`config.mk`:
```
export PLATFORM = sky130hd
export DESIGN_NAME = plk_front
export DESIGN_NICKNAME = d
export VERILOG_FILES = /design/src/sv/plk_pkg.sv /design/src/sv/plk_front.sv
export SDC_FILE = /design/constraint.sdc
export NUM_CORES = 1
export LEC_CHECK = 0
export BUFFER_PORTS_ARGS = -buffer_cell sky130_fd_sc_hd__buf_4
export CAP_MARGIN = 20
export CELL_PAD_IN_SITES_DETAIL_PLACEMENT = 1
export CELL_PAD_IN_SITES_GLOBAL_PLACEMENT = 1
export CORE_MARGIN = 3
export CORE_UTILIZATION = 43
export CTS_CLUSTER_DIAMETER = 60
export DETAILED_ROUTE_END_ITERATION = 6
export GPL_TIMING_DRIVEN = 0
export PLACE_DENSITY_LB_ADDON = 0.12
export SYNTH_ARGS = -nofsm -noshare
export SYNTH_HDL_FRONTEND = slang
export SYNTH_SLANG_ARGS = --single-unit
```
`constraint.sdc`:
```
create_clock -name i_clk -period 3.2 [get_ports i_clk]
set_clock_uncertainty 0.1 [all_clocks]
set_input_delay 0.64 -clock i_clk [delete_from_list [all_inputs] [get_ports i_clk]]
set_output_delay 0.64 -clock i_clk [all_outputs]
set_load 0.02 [all_outputs]
```
`src/sv/plk_pkg.sv`:
```
package plk_pkg;

    localparam int SAMPLE_W = 16;
    localparam int PERIOD_W = 12;
    localparam int COUNT_W = 3;
    localparam int OPCODE_W = 2;
    localparam int VOICE_W = 2;
    localparam int INDEX_W = 11;
    localparam int CFG_INDEX_W = 3;
    localparam int CFG_DATA_W = 12;
    localparam int NUM_PERIOD_REGS = 4;

    localparam int DEF_MAX_PERIOD = 2048;
    localparam int DEF_VOICES = 4;

    localparam logic [OPCODE_W-1:0] OP_LOAD = 2'd0;
    localparam logic [OPCODE_W-1:0] OP_TICK = 2'd1;
    localparam logic [OPCODE_W-1:0] OP_RESTART = 2'd2;

    localparam logic [CFG_INDEX_W-1:0] CFG_VOICE_COUNT = 3'd0;
    localparam logic [CFG_INDEX_W-1:0] CFG_PERIOD_FIRST = 3'd1;
    localparam logic [CFG_INDEX_W-1:0] CFG_PERIOD_LAST = 3'd4;

    localparam logic [COUNT_W-1:0] VOICE_COUNT_RESET = 3'd1;

    localparam logic signed [SAMPLE_W-1:0] SAMPLE_MAX = 16'sh7FFF;
    localparam logic signed [SAMPLE_W-1:0] SAMPLE_MIN = 16'sh8000;

    typedef enum logic [1:0] {
        CMD_LOAD    = 2'd0,
        CMD_TICK    = 2'd1,
        CMD_RESTART = 2'd2
    } t_cmd_kind;

    typedef struct packed {
        t_cmd_kind                   kind;
        logic [VOICE_W-1:0]          voice;
        logic [INDEX_W-1:0]          index;
        logic signed [SAMPLE_W-1:0]  value;
    } t_cmd;

endpackage

```
`src/sv/plk_front.sv`:
```
module plk_front #(
    parameter int MAX_PERIOD = plk_pkg::DEF_MAX_PERIOD,
    parameter int VOICES = plk_pkg::DEF_VOICES
) (
    input  logic                                 i_clk,
    input  logic                                 i_rst_n,
    input  logic                                 i_in_valid,
    output logic                                 o_in_ready,
    input  logic [plk_pkg::OPCODE_W-1:0]         i_opcode,
    input  logic [plk_pkg::VOICE_W-1:0]          i_load_voice,
    input  logic [plk_pkg::INDEX_W-1:0]          i_load_index,
    input  logic signed [plk_pkg::SAMPLE_W-1:0]  i_load_value,
    output logic                                 o_cmd_valid,
    output plk_pkg::t_cmd                        o_cmd,
    input  logic                                 i_cmd_pop
);
    import plk_pkg::*;

    t_cmd       r_queue [2];
    logic       r_wr_ptr;
    logic       r_rd_ptr;
    logic [1:0] r_count;
    logic       w_keep;
    logic       w_push;
    t_cmd       w_cmd;

    always_comb begin
        w_cmd.voice = i_load_voice;
        w_cmd.index = i_load_index;
        w_cmd.value = i_load_value;
        w_cmd.kind = CMD_TICK;
        w_keep = 1'b0;
        case (i_opcode)
            OP_LOAD: begin
                w_cmd.kind = CMD_LOAD;
                w_keep = (32'(i_load_voice) < VOICES) && (32'(i_load_index) < MAX_PERIOD);
            end
            OP_TICK: begin
                w_cmd.kind = CMD_TICK;
                w_keep = 1'b1;
            end
            OP_RESTART: begin
                w_cmd.kind = CMD_RESTART;
                w_keep = 1'b1;
            end
            default: begin
                w_keep = 1'b0;
            end
        endcase
    end

    assign o_in_ready = (r_count != 2'd2);
    assign w_push = i_in_valid && o_in_ready && w_keep;
    assign o_cmd_valid = (r_count != 2'd0);
    assign o_cmd = r_queue[r_rd_ptr];

    always_ff @(posedge i_clk) begin
        if (!i_rst_n) begin
            r_wr_ptr <= 1'b0;
            r_rd_ptr <= 1'b0;
            r_count <= 2'd0;
        end else begin
            if (w_push) begin
                r_wr_ptr <= ~r_wr_ptr;
            end
            if (i_cmd_pop) begin
                r_rd_ptr <= ~r_rd_ptr;
            end
            if (w_push && !i_cmd_pop) begin
                r_count <= r_count + 2'd1;
            end else if (!w_push && i_cmd_pop) begin
                r_count <= r_count - 2'd1;
            end
        end
    end

    always_ff @(posedge i_clk) begin
        if (w_push) begin
            r_queue[r_wr_ptr] <= w_cmd;
        end
    end

endmodule

```
==> impl_metrics.prom <==
# TYPE chip_impl_metric gauge
chip_impl_info{name="status",value="completed"} 1
chip_impl_metric{name="vias_per_cell",unit=""} 4.78
chip_impl_metric{name="mean_post_synth_cell_area",unit="µm²"} 20.1
chip_impl_info{name="critPathCaptureType",value="primary output"} 1
chip_impl_metric{name="cts_inserted_buffers",unit=""} 9
chip_impl_metric{name="synthesis.area",unit="µm²"} 2470
chip_impl_metric{name="vias",unit=""} 1324
chip_impl_metric{name="worstSkewPairLatency",unit="ns"} 0.32
chip_impl_metric{name="synth_largest_type_area_fraction",unit="%"} 75.3
chip_impl_metric{name="synth.lib_cells_used.distinct",unit=""} 19
chip_impl_metric{name="fmax",unit="MHz"} 447
chip_impl_metric{name="num_io_pins",unit=""} 68
chip_impl_metric{name="detailedRoute.firstPassIterationCount",unit=""} 4
chip_impl_metric{name="drt_drc_violations_left",unit=""} 0
chip_impl_metric{name="number_of_max_slew_violations_in_the_final_report",unit=""} 0
chip_impl_metric{name="report.final.hold_viol_count",unit=""} 0
chip_impl_metric{name="antenna_violating_nets_remaining",unit=""} 0
chip_impl_metric{name="drt-total-wl",unit="µm"} 4700
chip_impl_metric{name="number_of_sinks_on_the_clock_net",unit=""} 67
chip_impl_metric{name="drive_gt1_share",unit="%"} 55.6
chip_impl_metric{name="p_leak",unit="nW"} 1.23
chip_impl_metric{name="place_inst",unit=""} 261
chip_impl_info{name="min-delay-path-class",value="in2reg"} 1
chip_impl_metric{name="flop2flop_setup_slack",unit="ns"} 1.16
chip_impl_info{name="clockRootBuffer",value="sky130_fd_sc_hd__clkbuf_8"} 1
chip_impl_metric{name="cts_h_tree_depth",unit=""} 3
chip_impl_metric{name="setup_total_negative_slack",unit="ns"} 0
chip_impl_metric{name="post-route-min-period",unit="ns"} 2.24
chip_impl_info{name="post-synth-top-count-cell",value="sky130_fd_sc_hd__edfxtp_1"} 1
chip_impl_info{name="synth-main-ff-cell",value="sky130_fd_sc_hd__edfxtp_1"} 1
chip_impl_metric{name="place_hpwl",unit="µm"} 3380
chip_impl_metric{name="floorplan.rows",unit=""} 26
chip_impl_metric{name="worst_ep_required_time",unit="ns"} 2.46
chip_impl_metric{name="synth_enable_flop_cells",unit=""} 62
chip_impl_metric{name="count_of_antenna_diodes_in_the_layout",unit=""} 0
chip_impl_metric{name="final_nets",unit=""} 238
chip_impl_metric{name="vdd_drop_max",unit="µV"} 348
chip_impl_metric{name="placement.setup.worst_slack",unit="ns"} 0.819
chip_impl_metric{name="post_cts_hold_buffer_count",unit=""} 0
chip_impl_metric{name="power",unit="mW"} 1.99
chip_impl_metric{name="crit_fanout",unit=""} 10
chip_impl_info{name="netlist_top_cells_area",value="sky130_fd_sc_hd__edfxtp_1 75%, sky130_fd_sc_hd__mux2_2 14%, sky130_fd_sc_hd__dfxtp_1 4.1%"} 1
chip_impl_metric{name="portBuffers",unit=""} 67
chip_impl_metric{name="crit_arrival",unit="ns"} 1.50
chip_impl_metric{name="die_w",unit="µm"} 81.8
chip_impl_metric{name="gp_congestion",unit=""} 0.613
chip_impl_metric{name="grt_first_pass_wirelength",unit="µm"} 7140
chip_impl_metric{name="area_growth_syn_to_layout",unit="%"} 31.5
chip_impl_metric{name="vias_in_the_first_global_route",unit=""} 1490
chip_impl_metric{name="synth.ff_latch_count",unit=""} 67
chip_impl_info{name="r2r-start",value="r_count[0]"} 1
chip_impl_info{name="hold-path-endpoint",value="r_queue[0][26]"} 1
chip_impl_metric{name="track_usage",unit="%"} 15.5
chip_impl_metric{name="part_of_the_yosys_area_used_for_sequential_elements",unit="%"} 79.4
chip_impl_info{name="worstReg2RegEnd",value="r_queue[0][9]"} 1
chip_impl_metric{name="cts_resized",unit=""} 0
chip_impl_metric{name="cell_area_after_placement",unit="µm²"} 3100
chip_impl_metric{name="cts_setup_buffers",unit=""} 0
chip_impl_info{name="post-synth-top-area-cell",value="sky130_fd_sc_hd__edfxtp_1"} 1
chip_impl_info{name="setup.worst_path.class",value="reg2out"} 1
chip_impl_metric{name="finish.cell_count_without_fillers",unit=""} 277
chip_impl_info{name="critPathLaunchType",value="flip-flop"} 1
chip_impl_info{name="worst_hold_startpoint",value="i_load_index[10]"} 1
chip_impl_metric{name="die_y",unit="µm"} 81.8
chip_impl_info{name="rsz0062_at_grt",value="no"} 1
chip_impl_metric{name="drt_iter0_markers",unit=""} 39
chip_impl_metric{name="ys_warn_count",unit=""} 0
chip_impl_metric{name="holdPathStages",unit=""} 1
chip_impl_metric{name="synth-async-reset-ratio",unit="%"} 0
chip_impl_metric{name="wl_per_cell",unit="µm"} 17.0
chip_impl_metric{name="initial_antenna_violation_count",unit=""} 0
chip_impl_metric{name="fin_crit_sh",unit="%"} 69.9
chip_impl_metric{name="grt_max_degree",unit=""} 32
chip_impl_metric{name="ff2ff_path_depth",unit=""} 3
chip_impl_info{name="tritoncts",value="built"} 1
chip_impl_metric{name="setup_viol",unit=""} 0
chip_impl_metric{name="rel_slew_slack",unit="%"} 41.1
chip_impl_metric{name="cts_buffer_depth",unit=""} 2
chip_impl_metric{name="maxCapViolations",unit=""} 0
chip_impl_metric{name="floorplan.core_area",unit="µm²"} 5340
chip_impl_info{name="synth.top_cells.by_count",value="62 x sky130_fd_sc_hd__edfxtp_1, 31 x sky130_fd_sc_hd__mux2_2, 5 x sky130_fd_sc_hd__dfxtp_1"} 1
chip_impl_metric{name="power_density",unit="nW/µm²"} 612
chip_impl_metric{name="post_synth_inst_count",unit=""} 123
chip_impl_metric{name="tightestPinTransition",unit="ns"} 0.881
chip_impl_metric{name="clk_pin_slew",unit="ns"} 0.06
chip_impl_metric{name="overflow",unit=""} 0
chip_impl_metric{name="start_util",unit="%"} 46.3
chip_impl_metric{name="syn_nets",unit=""} 159
chip_impl_metric{name="floorplan.die_area",unit="µm²"} 6690
chip_impl_metric{name="design_area",unit="µm²"} 3250
chip_impl_metric{name="final.setup.worst_slack",unit="ns"} 0.962
## metrics by stage
| step | utilization (%) | hold WS, ns |
|---|---|---|
| after floorplan | - | 0.351 |
| after global placement | 57.4 | 0.359 |
| after detailed placement | 58.0 | 0.419 |
| after CTS | 60.9 | 0.368 |
| after global routing | 60.9 | 0.365 |
| final | 60.9 | 0.395 |
## layout make-up
class,instances,area (µm²)
Multi-Input combinational cell,51,494
Inverter,1,3.75
Tap cell,70,87.6
Sequential cell,67,1960
Timing Repair Buffer,68,531
Clock inverter,4,17.5
Buffer,4,18.8
Clock buffer,12,135
Fill cell,498,2090
## cell families (layout without fill, tap and decap cells)
kind of cell / count (synthesis) / in the layout / synth area share, %
adder cells (fa/ha/maj): 1 / 1 / 0.506
XOR/XNOR: 3 / 3 / 1.06
flip-flops: 67 / 67 / 79.4
buffers and inverters: 5 / 89 / 0.911
AND/OR/NAND/NOR: 13 / 13 / 3.09
AO/OA/AOI/OAI: 2 / 2 / 0.506
multiplexers: 32 / 32 / 14.5
## worst max path at each step
stage / from / end / slack (ns) / cells past startpoint
finish: flip-flop / o_cmd[21] / 0.96 / 3
global route: flip-flop / o_cmd[21] / 0.84 / 3
CTS: flip-flop / o_cmd[21] / 0.90 / 3
detailed placement: i_opcode[0] / r_queue[0][14] / 0.82 / 4
global placement: i_opcode[0] / r_queue[0][18] / -0.45 / 4
floorplan: i_opcode[0] / r_queue[0][0] / 0.35 / 3
## sequential cells by signal, summed over array words and instances (netlist names), named ones only
register,flops
r_queue,62
r_rd_ptr,1
r_wr_ptr,1
r_count,2
## cell usage in the layout (no fill, tap or decap), types with 2 or more instances in the layout
cell type and n:
sky130_fd_sc_hd__clkinv_1 2, sky130_fd_sc_hd__buf_2 3, sky130_fd_sc_hd__buf_4 67, sky130_fd_sc_hd__clkbuf_1 4, sky130_fd_sc_hd__edfxtp_1 62, sky130_fd_sc_hd__clkbuf_8 9, sky130_fd_sc_hd__and2_1 4, sky130_fd_sc_hd__xor2_1 2
sky130_fd_sc_hd__dfxtp_1 5, sky130_fd_sc_hd__nand2b_1 2, sky130_fd_sc_hd__mux2_2 31, sky130_fd_sc_hd__clkinv_2 2, sky130_fd_sc_hd__nand2_1 2
## metal layers
layer	track usage, %	wire length [µm]	vias to the layer above
li1	-	-	631
met1	14.9	1720	645
met2	27.4	2580	44
met3	7.02	348	4
met4	7.97	51	0
met5	0	0	-
## worst max-delay path, cell delays in order (launching register included)
cell and delay, ns:
sky130_fd_sc_hd__dfxtp_1 0.36, sky130_fd_sc_hd__buf_2 0.27, sky130_fd_sc_hd__mux2_2 0.38, sky130_fd_sc_hd__buf_4 0.16
## power breakdown
group / leakage, nW / internal, mW / total, mW / switching [mW]
clock: 0.0792 / 0.274 / 0.554 / 0.280
sequential: 0.615 / 1.04 / 1.07 / 0.0252
combinational: 0.539 / 0.176 / 0.367 / 0.191
No activity file was read; power rests on OpenSTA's default activity.
